[src/rtl/crv_pkg.sv]
package crv_pkg;

	localparam int unsigned DATA_W    = 8;
	localparam int unsigned LEN_W     = 13;
	localparam int unsigned STATUS_W  = 2;
	localparam int unsigned APB_ADDR_W = 3;
	localparam int unsigned APB_DATA_W = 32;

	localparam logic [LEN_W-1:0] CAPACITY_RESET = 13'd4096;

	// register index, taken from paddr above the byte lane bits
	typedef enum logic [APB_ADDR_W-3:0] {
		REG_CAPACITY   = 1'b0,
		REG_SIZE_QUERY = 1'b1
	} reg_idx_t;

	typedef enum logic [STATUS_W-1:0] {
		ST_OK          = 2'd0,
		ST_CORRUPT     = 2'd1,
		ST_UNSUPPORTED = 2'd2
	} status_t;

	typedef enum logic [1:0] {
		FAULT_NONE   = 2'd0,
		FAULT_MAGIC  = 2'd1,
		FAULT_FORMAT = 2'd2
	} fault_t;

	typedef struct packed {
		logic [LEN_W-1:0] capacity_limit;
		logic             size_query_mode;
	} cfg_t;

endpackage

[src/rtl/crv_stream_if.sv]
interface crv_in_if;
	logic                         valid;
	logic                         ready;
	logic [crv_pkg::DATA_W-1:0]   data_byte;
	logic                         end_of_file;

	modport source (output valid, output data_byte, output end_of_file, input ready);
	modport sink   (input valid, input data_byte, input end_of_file, output ready);
endinterface

interface crv_out_if;
	logic                         valid;
	logic                         ready;
	logic                         byte_present;
	logic [crv_pkg::DATA_W-1:0]   payload_byte;
	logic                         verdict_present;
	logic [crv_pkg::STATUS_W-1:0] status;
	logic [crv_pkg::LEN_W-1:0]    record_length;

	modport source (output valid, output byte_present, output payload_byte,
		output verdict_present, output status, output record_length, input ready);
	modport sink   (input valid, input byte_present, input payload_byte,
		input verdict_present, input status, input record_length, output ready);
endinterface

[src/rtl/crv_cfg_regs.sv]
module crv_cfg_regs (
	input  logic                             clk,
	input  logic                             arst_n,
	input  logic                             psel,
	input  logic                             penable,
	input  logic                             pwrite,
	input  logic [crv_pkg::APB_ADDR_W-1:0]   paddr,
	input  logic [crv_pkg::APB_DATA_W-1:0]   pwdata,
	output logic [crv_pkg::APB_DATA_W-1:0]   prdata,
	output logic                             pready,
	output crv_pkg::cfg_t                    cfg
);
	import crv_pkg::*;

	logic [LEN_W-1:0] capacity_q;
	logic             size_query_q;
	reg_idx_t         idx;
	logic             wr_en;

	assign idx    = reg_idx_t'(paddr[APB_ADDR_W-1:2]);
	assign pready = 1'b1;
	assign wr_en  = psel && penable && pwrite && pready;

	always_ff @(posedge clk or negedge arst_n) begin
		if (!arst_n) begin
			capacity_q   <= CAPACITY_RESET;
			size_query_q <= 1'b0;
		end else if (wr_en) begin
			case (idx)
				REG_CAPACITY:   capacity_q   <= pwdata[LEN_W-1:0];
				REG_SIZE_QUERY: size_query_q <= pwdata[0];
				default: ;
			endcase
		end
	end

	always_comb begin
		case (idx)
			REG_CAPACITY:   prdata = {{(APB_DATA_W-LEN_W){1'b0}}, capacity_q};
			REG_SIZE_QUERY: prdata = {{(APB_DATA_W-1){1'b0}}, size_query_q};
			default:        prdata = '0;
		endcase
	end

	assign cfg.capacity_limit  = capacity_q;
	assign cfg.size_query_mode = size_query_q;

endmodule

[src/rtl/crc_record_validator_unit.sv]
// crc_record_validator_unit
// checks one stored record that arrives a byte per item on in_ch, the last
// byte flagged by end_of_file. the 16-byte header holds the magic, a format
// byte, a little-endian payload length and a little-endian reflected crc-32
// of the payload. payload bytes leave on out_ch as they arrive (none in
// size-query mode); the end-of-file item also carries the verdict, and the
// consumer drops the payload unless status is ok. bytes that give no payload
// and no verdict produce no output item.
// throughput: one item per cycle while out_ch does not stall, set by the
// byte-wide crc update between the input register and the result register.
// an accepted item is held in the input register, then in the result register
// that drives out_ch. when out_ch stalls, the result register holds, the input
// register fills and then in_ch.ready falls; nothing is lost.
// reset (arst_n low) empties both registers, starts a new file and sets
// capacity_limit to 4096 and size_query_mode to 0. the registers are written
// over the apb port (capacity at 0x0, size query at 0x4); the user writes them
// only while idle, and the block itself does not enforce this.
module crc_record_validator_unit #(
	parameter int unsigned MAX_RECORD = 4096
) (
	input  logic                             clk,
	input  logic                             arst_n,
	crv_in_if.sink                           in_ch,
	crv_out_if.source                        out_ch,
	input  logic                             psel,
	input  logic                             penable,
	input  logic                             pwrite,
	input  logic [crv_pkg::APB_ADDR_W-1:0]   paddr,
	input  logic [crv_pkg::APB_DATA_W-1:0]   pwdata,
	output logic [crv_pkg::APB_DATA_W-1:0]   prdata,
	output logic                             pready
);
	import crv_pkg::*;

	localparam int unsigned HDR   = 16;
	localparam int unsigned SAT   = HDR + MAX_RECORD + 1;
	localparam int unsigned POS_W = $clog2(SAT + 1);
	localparam logic [31:0] POLY  = 32'hEDB88320;
	localparam logic [7:0]  FORMAT_BYTE = 8'd1;
	localparam logic [31:0] MAGIC = {8'h44, 8'h53, 8'h48, 8'h54};

	function automatic logic [31:0] crc_byte(input logic [31:0] c, input logic [7:0] b);
		logic [31:0] r;
		r = c ^ {24'd0, b};
		for (int k = 0; k < 8; k++) begin
			r = (r >> 1) ^ (POLY & {32{r[0]}});
		end
		return r;
	endfunction

	cfg_t cfg;

	crv_cfg_regs u_cfg (
		.clk     (clk),
		.arst_n  (arst_n),
		.psel    (psel),
		.penable (penable),
		.pwrite  (pwrite),
		.paddr   (paddr),
		.pwdata  (pwdata),
		.prdata  (prdata),
		.pready  (pready),
		.cfg     (cfg)
	);

	// input register
	logic             valid_s1;
	logic [7:0]       byte_s1;
	logic             eof_s1;
	logic             advance;

	// per-file state
	logic [POS_W-1:0] pos_q;
	fault_t           fault_q;
	logic [31:0]      length_q;
	logic [31:0]      stored_q;
	logic [31:0]      crc_q;

	// result register
	logic             out_valid_q;
	logic             byte_present_q;
	logic [7:0]       payload_q;
	logic             verdict_q;
	status_t          status_q;
	logic [LEN_W-1:0] rlen_q;

	assign advance     = valid_s1 && (!out_valid_q || out_ch.ready);
	assign in_ch.ready = !valid_s1 || advance;

	always_ff @(posedge clk or negedge arst_n) begin
		if (!arst_n) begin
			valid_s1 <= 1'b0;
		end else if (in_ch.ready) begin
			valid_s1 <= in_ch.valid;
		end
	end

	always_ff @(posedge clk) begin
		if (in_ch.valid && in_ch.ready) begin
			byte_s1 <= in_ch.data_byte;
			eof_s1  <= in_ch.end_of_file;
		end
	end

	// next state for the item in the input register
	logic [POS_W-1:0] pos_d;
	fault_t           fault_d;
	logic [31:0]      length_d;
	logic [31:0]      stored_d;
	logic [31:0]      crc_d;
	logic [POS_W-1:0] offset;
	logic             byte_out;
	status_t          status_d;
	logic [LEN_W-1:0] rlen_d;
	logic             len_bad;

	assign offset = pos_q - POS_W'(HDR);

	always_comb begin
		fault_d  = fault_q;
		length_d = length_q;
		stored_d = stored_q;
		crc_d    = crc_q;
		byte_out = 1'b0;
		if (pos_q < POS_W'(4)) begin
			if (byte_s1 != MAGIC[8*pos_q[1:0] +: 8]) begin
				fault_d = FAULT_MAGIC;
			end
		end else if (pos_q == POS_W'(4)) begin
			if (byte_s1 != FORMAT_BYTE && fault_q == FAULT_NONE) begin
				fault_d = FAULT_FORMAT;
			end
		end else if (pos_q >= POS_W'(8) && pos_q < POS_W'(12)) begin
			length_d[8*pos_q[1:0] +: 8] = byte_s1;
		end else if (pos_q >= POS_W'(12) && pos_q < POS_W'(HDR)) begin
			stored_d[8*pos_q[1:0] +: 8] = byte_s1;
		end else if (pos_q >= POS_W'(HDR) && pos_q < POS_W'(SAT)) begin
			crc_d    = crc_byte(crc_q, byte_s1);
			byte_out = (32'(offset) < length_q) && !cfg.size_query_mode;
		end
		pos_d = (pos_q < POS_W'(SAT)) ? pos_q + POS_W'(1) : pos_q;
	end

	// verdict on the end-of-file byte
	assign len_bad = (length_d == 32'd0) || (length_d > 32'(MAX_RECORD)) ||
		(32'(pos_d) != length_d + 32'(HDR)) || ((crc_d ^ 32'hFFFFFFFF) != stored_d);

	always_comb begin
		status_d = ST_OK;
		rlen_d   = '0;
		if (pos_d < POS_W'(HDR) || fault_d == FAULT_MAGIC) begin
			status_d = ST_CORRUPT;
		end else if (fault_d == FAULT_FORMAT) begin
			status_d = ST_UNSUPPORTED;
		end else if (len_bad) begin
			status_d = ST_CORRUPT;
		end else begin
			rlen_d = length_d[LEN_W-1:0];
			if (!cfg.size_query_mode && length_d > 32'(cfg.capacity_limit)) begin
				status_d = ST_CORRUPT;
			end
		end
	end

	always_ff @(posedge clk or negedge arst_n) begin
		if (!arst_n) begin
			pos_q    <= '0;
			fault_q  <= FAULT_NONE;
			length_q <= '0;
			stored_q <= '0;
			crc_q    <= 32'hFFFFFFFF;
		end else if (advance) begin
			if (eof_s1) begin
				pos_q    <= '0;
				fault_q  <= FAULT_NONE;
				length_q <= '0;
				stored_q <= '0;
				crc_q    <= 32'hFFFFFFFF;
			end else begin
				pos_q    <= pos_d;
				fault_q  <= fault_d;
				length_q <= length_d;
				stored_q <= stored_d;
				crc_q    <= crc_d;
			end
		end
	end

	always_ff @(posedge clk or negedge arst_n) begin
		if (!arst_n) begin
			out_valid_q <= 1'b0;
		end else if (advance) begin
			out_valid_q <= byte_out || eof_s1;
		end else if (out_ch.ready) begin
			out_valid_q <= 1'b0;
		end
	end

	always_ff @(posedge clk) begin
		if (advance) begin
			byte_present_q <= byte_out;
			payload_q      <= byte_out ? byte_s1 : 8'd0;
			verdict_q      <= eof_s1;
			status_q       <= eof_s1 ? status_d : ST_OK;
			rlen_q         <= eof_s1 ? rlen_d : '0;
		end
	end

	assign out_ch.valid           = out_valid_q;
	assign out_ch.byte_present    = byte_present_q;
	assign out_ch.payload_byte    = payload_q;
	assign out_ch.verdict_present = verdict_q;
	assign out_ch.status          = status_q;
	assign out_ch.record_length   = rlen_q;

endmodule

[src/flat_wrapper.sv]
// flat-port wrapper written by rule: the top's interface ports become plain ports
module crc_record_validator_unit_flat import crv_pkg::*;
#(
	parameter int unsigned MAX_RECORD = 4096
)
  (clk, arst_n, psel, penable, pwrite, paddr, pwdata, prdata, pready, in_ch_valid, in_ch_data_byte, in_ch_end_of_file, in_ch_ready, out_ch_valid, out_ch_byte_present, out_ch_payload_byte, out_ch_verdict_present, out_ch_status, out_ch_record_length, out_ch_ready);
  crv_in_if in_ch_i ();
  crv_out_if out_ch_i ();
  input  logic clk;
  input  logic arst_n;
  input  logic psel;
  input  logic penable;
  input  logic pwrite;
  input  logic [crv_pkg::APB_ADDR_W-1:0] paddr;
  input  logic [crv_pkg::APB_DATA_W-1:0] pwdata;
  output logic [crv_pkg::APB_DATA_W-1:0] prdata;
  output logic pready;
  input wire logic [$bits(in_ch_i.valid)-1:0] in_ch_valid;
  input wire logic [$bits(in_ch_i.data_byte)-1:0] in_ch_data_byte;
  input wire logic [$bits(in_ch_i.end_of_file)-1:0] in_ch_end_of_file;
  output wire logic [$bits(in_ch_i.ready)-1:0] in_ch_ready;
  output wire logic [$bits(out_ch_i.valid)-1:0] out_ch_valid;
  output wire logic [$bits(out_ch_i.byte_present)-1:0] out_ch_byte_present;
  output wire logic [$bits(out_ch_i.payload_byte)-1:0] out_ch_payload_byte;
  output wire logic [$bits(out_ch_i.verdict_present)-1:0] out_ch_verdict_present;
  output wire logic [$bits(out_ch_i.status)-1:0] out_ch_status;
  output wire logic [$bits(out_ch_i.record_length)-1:0] out_ch_record_length;
  input wire logic [$bits(out_ch_i.ready)-1:0] out_ch_ready;
  assign in_ch_i.valid = in_ch_valid;
  assign in_ch_i.data_byte = in_ch_data_byte;
  assign in_ch_i.end_of_file = in_ch_end_of_file;
  assign in_ch_ready = in_ch_i.ready;
  assign out_ch_valid = out_ch_i.valid;
  assign out_ch_byte_present = out_ch_i.byte_present;
  assign out_ch_payload_byte = out_ch_i.payload_byte;
  assign out_ch_verdict_present = out_ch_i.verdict_present;
  assign out_ch_status = out_ch_i.status;
  assign out_ch_record_length = out_ch_i.record_length;
  assign out_ch_i.ready = out_ch_ready;
  crc_record_validator_unit #(.MAX_RECORD(MAX_RECORD)) u_core (.clk(clk), .arst_n(arst_n), .in_ch(in_ch_i), .out_ch(out_ch_i), .psel(psel), .penable(penable), .pwrite(pwrite), .paddr(paddr), .pwdata(pwdata), .prdata(prdata), .pready(pready));
endmodule
[config.mk]
export PLATFORM = sky130hd
export DESIGN_NAME = crc_record_validator_unit_flat
export DESIGN_NICKNAME = d
export VERILOG_FILES = /design/src/rtl/crv_pkg.sv /design/src/rtl/crv_stream_if.sv /design/src/rtl/crv_cfg_regs.sv /design/src/rtl/crc_record_validator_unit.sv /design/src/flat_wrapper.sv
export SDC_FILE = /design/constraint.sdc
export NUM_CORES = 1
export LEC_CHECK = 0
export BUFFER_PORTS_ARGS = -buffer_cell sky130_fd_sc_hd__clkbuf_2
export CORE_UTILIZATION = 25
export CTS_CLUSTER_SIZE = 8
export DETAILED_ROUTE_END_ITERATION = 6
export PLACE_DENSITY = 0.5
export SYNTH_ARGS = -nofsm -noshare
export SYNTH_HDL_FRONTEND = slang
export SYNTH_HIERARCHICAL = 1
export SYNTH_SLANG_ARGS = --single-unit
[constraint.sdc]
create_clock -name clk -period 8.2 [get_ports clk]
set_input_delay 1.64 -clock clk [delete_from_list [all_inputs] [get_ports clk]]
set_output_delay 1.64 -clock clk [all_outputs]
set_load 0.02 [all_outputs]
======== After elaboration in Yosys (flattened, before gate mapping) ========
Index checks and enable logic that the tools add are counted.
word-level totals
  bits of input ports ..................... 51
  output and inout bits ................... 60
  flip-flop bits (word level) ............. 161
  word-level logic and storage cells ...... 117
cells by class
  order comparisons ....................... 11
  add/subtract/negate cells ............... 4
  shifts and indexed selects .............. 3
  reduce and logical (&&, ||, !) cells .... 27
  equality and inequality tests ........... 7
  multiplexer cells ....................... 36
  bitwise operators ....................... 12
operators by type and width
  kind                                                                                   number
  32-bit two-way mux                                                                     15
  31-bit by 32-bit bitwise XOR with 32-bit output                                        8
  32-bit bitwise mux                                                                     2
  32-bit one-hot mux with 2 select lines                                                 1
  5-bit negation with 34-bit output                                                      1
  8-bit by 34-bit variable shift with 32-bit output (first input constant)               1
  8-bit by 34-bit indexed part select with 32-bit output                                 1
  32-bit by 5-bit adder with 32-bit output (second input constant)                       1
  32-bit by 13-bit > comparator with 1-bit output                                        1
  32-bit by 13-bit > comparator with 1-bit output (second input constant)                1
  32-bit logical NOT                                                                     1
  13-bit by 32-bit less-than comparator with 1-bit output                                1
  13-bit by 32-bit inequality test with 1-bit output                                     1
  32-bit inequality test                                                                 1
  32-bit inverter                                                                        1
  32-bit by 6-bit indexed part select with 8-bit output (first input constant)           1
  32-bit by 8-bit bitwise XOR with 32-bit output                                         1
  13-bit by 4-bit greater-or-equal comparator with 1-bit output (second input constant)  2
  13-bit by 5-bit less-than comparator with 1-bit output (second input constant)         2
  13-bit two-way mux                                                                     2
  2-bit two-way mux                                                                      7
  13-bit by 1-bit adder with 13-bit output (second input constant)                       1
  13-bit by 3-bit == test with 1-bit output (second input constant)                      1
  13-bit by 5-bit greater-or-equal comparator with 1-bit output (second input constant)  1
  18 further kinds                                                                       45

======== Depth between registers and ports, before layout ========
  depth in word-level cells ............... 20
  mapped depth ............................ 22
  gate-level depth less buffers ........... 18

======== By module ========
The synthesis kept the hierarchy.
by module, submodules not included
  module                     instances  cells each  area each (µm²)
  crc_record_validator_unit  1          1290        11680.0
  crv_cfg_regs               1          68          845.8

======== Least setup slack after synthesis ========
No wires, ideal clock.
  path type ............................... register -> register
  from .................................... reg u_core.pos_q[0]
  to ...................................... reg u_core.status_q[0] (netlist: u_core/out_ch.status[0]), data pin
  setup time .............................. 0.256 ns
  stages on the path, launching flop included .. 21
  path slack .............................. 3.374 ns
  data arrival time ....................... 4.570 ns
  buffers on the path ..................... 3
  clock period less this slack ............ 4.826 ns
  required time ........................... 7.944 ns
  path through ............................ dfrtp_1 -> clkbuf_1 -> buf_1 -> inv_1 -> ha_1 -> nor3b_1 -> clkbuf_1 -> and2_1 -> mux2i_1 -> inv_1 -> ha_1 -> and2_1 -> nand4_1 -> mux2_2 -> nor4b_1 -> nand3b_1 -> o31ai_1 -> nand4_1 -> nor3_1 -> nand3_1 -> o211a_1
between the ends
  word-level cells in the longest chain between the ends .. 13
  elaborated cells between the ends (all ways) .. 54
RTL lines
  item                                                                                                                         line                                                                text
  from (decl)                                                                                                                  crc_record_validator_unit.sv:73                                     logic [POS_W-1:0] pos_q;
  from (signal assigned)                                                                                                       crc_record_validator_unit.sv:180                                    pos_q <= pos_d;
  5-bit negation with 34-bit output                                                                                            crc_record_validator_unit.sv:134                                    length_d[8*pos_q[1:0] +: 8] = byte_s1;
  8-bit by 34-bit indexed part select with 32-bit output or 8-bit by 34-bit variable shift with 32-bit output (tied branches)  crc_record_validator_unit.sv:134
  32-bit bitwise mux                                                                                                           crc_record_validator_unit.sv:134
  32-bit two-way mux                                                                                                           crc_record_validator_unit.sv:133                                    end else if (pos_q >= POS_W'(8) && pos_q < POS_W'(12)) begin
  32-bit two-way mux                                                                                                           crc_record_validator_unit.sv:129                                    end else if (pos_q == POS_W'(4)) begin
  32-bit two-way mux *                                                                                                         crc_record_validator_unit.sv:125                                    if (pos_q < POS_W'(4)) begin
  net u_core.length_d[4]                                                                                                       crc_record_validator_unit.sv:108                                    logic [31:0] length_d;
  32-bit by 5-bit adder with 32-bit output (tied with other cells)                                                             crc_record_validator_unit.sv:146                                    (32'(pos_d) != length_d + 32'(HDR)) || ((crc_d ^ 32'hFFFFFFFF) != stored_d);
  13-bit by 32-bit inequality test with 1-bit output or 1-bit logical OR (tied branches)                                       crc_record_validator_unit.sv:146, crc_record_validator_unit.sv:145
  1-bit logical OR                                                                                                             crc_record_validator_unit.sv:145                                    assign len_bad = (length_d == 32'd0) || (length_d > 32'(MAX_RECORD)) ||
  1-bit logical OR                                                                                                             crc_record_validator_unit.sv:146
  2-bit two-way mux *                                                                                                          crc_record_validator_unit.sv:155                                    end else if (len_bad) begin
  2-bit two-way mux *                                                                                                          crc_record_validator_unit.sv:153                                    end else if (fault_d == FAULT_FORMAT) begin
  1-bit two-way mux *                                                                                                          crc_record_validator_unit.sv:151                                    if (pos_d < POS_W'(HDR) || fault_d == FAULT_MAGIC) begin
  to (signal assigned)                                                                                                         crc_record_validator_unit.sv:204                                    status_q <= eof_s1 ? status_d : ST_OK;
  to (decl)                                                                                                                    crc_record_validator_unit.sv:84                                     status_t status_q;
Mark *: on every way through the listed nets, which the timed path passes. The rest lies on a longest branch.
A chain may end at the register's enable or synchronous reset.

======== Worst setup path after layout ========
  from .................................... reg u_core.pos_q[1]
  to ...................................... reg u_core.rlen_q[8] (netlist: u_core/out_ch.record_length[8]), data pin
between the ends
  word-level cells in the longest chain between the ends .. 11
  elaborated cells between the ends (all ways) .. 49
RTL lines
  item                                                                                                                         line                                                                text
  5-bit negation with 34-bit output                                                                                            crc_record_validator_unit.sv:134
  8-bit by 34-bit indexed part select with 32-bit output or 8-bit by 34-bit variable shift with 32-bit output (tied branches)  crc_record_validator_unit.sv:134
  32-bit bitwise mux                                                                                                           crc_record_validator_unit.sv:134
  32-bit two-way mux                                                                                                           crc_record_validator_unit.sv:133
  32-bit two-way mux                                                                                                           crc_record_validator_unit.sv:129
  32-bit two-way mux *                                                                                                         crc_record_validator_unit.sv:125
  net u_core.length_d[4]                                                                                                       crc_record_validator_unit.sv:108
  32-bit by 5-bit adder with 32-bit output (tied with other cells)                                                             crc_record_validator_unit.sv:146
  13-bit by 32-bit inequality test with 1-bit output or 1-bit logical OR (tied branches)                                       crc_record_validator_unit.sv:146, crc_record_validator_unit.sv:145
  1-bit logical OR *                                                                                                           crc_record_validator_unit.sv:145
  1-bit logical OR *                                                                                                           crc_record_validator_unit.sv:146
  4-bit OR reduction (no line) *                                                                                               n/a
  to (signal assigned)                                                                                                         crc_record_validator_unit.sv:205                                    rlen_q <= eof_s1 ? rlen_d : '0;
  to (decl)                                                                                                                    crc_record_validator_unit.sv:85                                     logic [LEN_W-1:0] rlen_q;
Marked as above.

==> results.sh <==
export IMPL_htreeDepth=4
export IMPL_num_rows=81
export IMPL_seq_area_frac_synth=0.3385
export IMPL_grt_max_degree=66
export IMPL_avgSynthCellArea_sq_um=9.224
export IMPL_p_per_area_mw_per_mm2=290.9
export IMPL_grt_antenna_before_repair=2
export IMPL_fin_skew_ns=0.01569
export IMPL_initial_utilization=0.2548
export IMPL_ios=111
export IMPL_synth_top_area_cell="dfrtp_1"
export IMPL_timing_worst_setup_path_type="reg2reg"
export IMPL_p_leak_uw=0.005545
export IMPL_cts_made_buffers=17
export IMPL_setup_viol=0
export IMPL_grt_pass1_wl_microns=67200
export IMPL_finalSetupTns_ns=0
export IMPL_holdWs_ns=0.4835
export IMPL_worstPathCellList="inv_1 -> ha_1 -> nor3b_1 -> buf_4 -> and2_1 -> mux2i_1 -> buf_4 -> inv_1 -> ha_1 -> and2_1 -> nand4_1 -> mux2_2 -> nor4b_1 -> nand3b_1 -> o31ai_1 -> nand4_1 -> nor2_1 -> nand4_2 -> nor2b_1"
export IMPL_post_place_ws_ns=2.285
export IMPL_rsz0062_at_grt="false"
export IMPL_hold_class="reg2reg"
export IMPL_worst_setup_path_end_kind="flip-flop"
export IMPL_dp_hpwl_microns=32410
export IMPL_yosysWarnings=6
export IMPL_cp_num_buf_inv=4
export IMPL_post_cts_resized=0
export IMPL_cts_tree="done"
export IMPL_fillers=5210
export IMPL_rr_worst_depth=19
export IMPL_drt_pass1_iterations=5
export IMPL_fin_util=0.2864
export IMPL_layout_nets=1476
export IMPL_die_x_microns=225.8
export IMPL_final_cell_mix="129 x nand2_1, 94 x xnor2_1, 94 x dfrtp_1"
export IMPL_synth_edf_count=34
export IMPL_hold_violations=0
export IMPL_cts_sinks=161
export IMPL_postCtsSetupRepairBufs=0
export IMPL_gp_congestion=0.8806
export IMPL_synth_distinct_cells=87
export IMPL_synth_top_area_frac=0.1878
export IMPL_required_ns=8.50
export IMPL_route_detailed_drc=0
export IMPL_ys_ff_latch=161
export IMPL_root_buffer="clkbuf_16"
export IMPL_grt_usage=0.1771
export IMPL_drive_gt1_frac=0.1714
export IMPL_drt_vias_per_instance=5.118
export IMPL_ys_flop_type="dfrtp_1"
export IMPL_ir_drop_mv=0.1682
export IMPL_crit_cells=19
export IMPL_async_flop_share=0.7888
export IMPL_run_status="finished, final reports clean"
export IMPL_synthToLayoutAreaGrowth_pct=12.39
export IMPL_clk_pin_slew_ns=0.07
export IMPL_rrSetupSlack_ns=2.13
export IMPL_start_kind="flip-flop"
export IMPL_r2r_end="u_core/out_ch.record_length[8]"
export IMPL_core_area_sq_mm=0.04915
export IMPL_post_route_min_period_ns=6.067
export IMPL_grt_overflow=0
export IMPL_max_freq_ghz=0.1648
export IMPL_synth_area_leaders="dfrtp_1 19%, edfxtp_1 8.2%, dfstp_2 6.9%, xnor2_1 6.6%, mux2i_1 4.6%"
export IMPL_grt_pass1_vias=10300
export IMPL_insertion_delay_ns=0.47
export IMPL_die_h_microns=225.8
export IMPL_cp_endpoint="u_core/out_ch.record_length[8]"
export IMPL_final_common_cell="nand2_1"
export IMPL_critPathSlowestCell="ha_1"
export IMPL_cp_arrival_ns=6.36
export IMPL_maxSlewViolCount=0
export IMPL_clockBufferDepth=2
export IMPL_post_drt_wl_per_cell_microns=21.53
export IMPL_wirelength_microns=44460
export IMPL_ff_latch_area_sq_mm=0.004240
export IMPL_syn_area_sq_mm=0.01253
export IMPL_fin_crit_sh=0.7399
export IMPL_max_slew_worst_pin_slew_ns=1.203
export IMPL_slowest_delay_ns=0.68
export IMPL_drt_iter0_drc=919
export IMPL_portBuffers=69
export IMPL_drtAntennaViolNets=0
export IMPL_r2r_start="u_core/pos_q[1]"
export IMPL_die_area_sq_mm=0.05100
export IMPL_multi_input_area_sq_mm=0.007667
export IMPL_placed_cells=2032
export IMPL_cts_hold_buf=0
export IMPL_crit_path_max_fanout=22
export IMPL_cp_startpoint="u_core/pos_q[1]"
export IMPL_relSlewSlack=0.1909
export IMPL_worst_slack_ns=2.133
export IMPL_crit_family="simple AND/OR/NAND/NOR gates"
export IMPL_hold_depth=2
export IMPL_instances_no_fill=2065
export IMPL_via_count=10570
export IMPL_drv_cap=0
export IMPL_netlist_instances=1358
==> report_power, final <==
group	leakage, uW	switching [uW]	internal (uW)
clock	0.000277	391	427
sequential	0.00197	169	989
combinational	0.00330	1190	934
==> state kept, by name, indices dropped and copies added (netlist names) <==
| name | cells |
|---|---|
| u_core/valid_s1 | 1 |
| u_core/u_cfg/size_query_q | 1 |
| u_core/u_cfg/capacity_q | 13 |
| u_core/out_ch.valid | 1 |
| u_core/eof_s1 | 1 |
| u_core/crc_q | 32 |
| u_core/pos_q | 13 |
| u_core/byte_s1 | 8 |
| u_core/out_ch.verdict_present | 1 |
| u_core/stored_q | 32 |
| u_core/out_ch.status | 2 |
| u_core/out_ch.payload_byte | 8 |
| u_core/out_ch.record_length | 13 |
| u_core/length_q | 32 |
| u_core/fault_q | 2 |
| u_core/out_ch.byte_present | 1 |
==> cells by family (layout without fill, tap and decap cells) <==
kind of cell	after synthesis	count (layout)	synth area share
adder cells (fa/ha/maj)	38	38	0.03796
AO/OA/AOI/OAI	295	295	0.1575
AND/OR/NAND/NOR	470	470	0.2102
XOR/XNOR	148	148	0.1213
multiplexers	89	89	0.07821
buffers and inverters	155	179	0.05574
flip-flops	161	161	0.3385
other	2	21	0.0005996
==> tightest hold or removal path, delay by kind of cell (launching register included) <==
family             cells  cell delay (ns)
AOI/OAI and AO/OA      1             0.06
DFF                    1             0.34
and+or+nand+nor        1             0.05
==> per-stage QoR <==
| stage | power, uW | area (sq um) |
|---|---|---|
| after global placement | 3261 | 13500 |
| after detailed placement | 3264 | 13500 |
| after global routing | 4305 | 14070 |
| final | 4096 | 14080 |
| after floorplan | 2691 | 12590 |
| after CTS | 4099 | 14070 |
==> how the worst min path moves through the flow <==
stage                              from                            end  slack [ns]
detailed placement  u_core/stored_q[12]            u_core/stored_q[12]        0.47
finish              u_core/stored_q[12]            u_core/stored_q[12]        0.48
CTS                 u_core/stored_q[12]            u_core/stored_q[12]        0.49
global placement    u_core/stored_q[12]            u_core/stored_q[12]        0.46
global route        u_core/stored_q[30]            u_core/stored_q[30]        0.51
floorplan                 u_core/eof_s1  u_core/out_ch.verdict_present        0.44
==> area by class of cell <==
type | count | area share
diodes | 1 | 0.0001778
well taps | 664 | 0.05902
inverters | 48 | 0.01289
clock buffers | 17 | 0.03022
clock inverters | 15 | 0.01084
repair buffers | 99 | 0.04097
multi-input cells | 1060 | 0.5447
flip-flops and latches | 161 | 0.3012
==> layer usage <==
metal,part of all wire,track usage,up-vias
met5,0,0,-
met4,0.019,0.04762,0
met3,0.063,0.03487,45
met2,0.44,0.2626,331
met1,0.48,0.2584,5254
li1,-,-,4938
==> cell usage after synthesis, types with 18 or more instances <==
library cell	count
a21oi_1	45
a22oi_1	20
and2_1	22
buf_4	23
clkbuf_1	64
dfrtp_1	94
dfstp_2	33
edfxtp_1	34
ha_1	38
inv_1	48
mux2_2	21
mux2i_1	57
nand2_1	129
nand3_1	39
nand4_1	24
nor2_1	69
nor2b_1	25
nor3_1	18
nor4_1	21
o21ai_0	81
o22a_1	44
xnor2_1	94
xor2_1	36
Note: power is estimated with default switching activity, not from simulation.
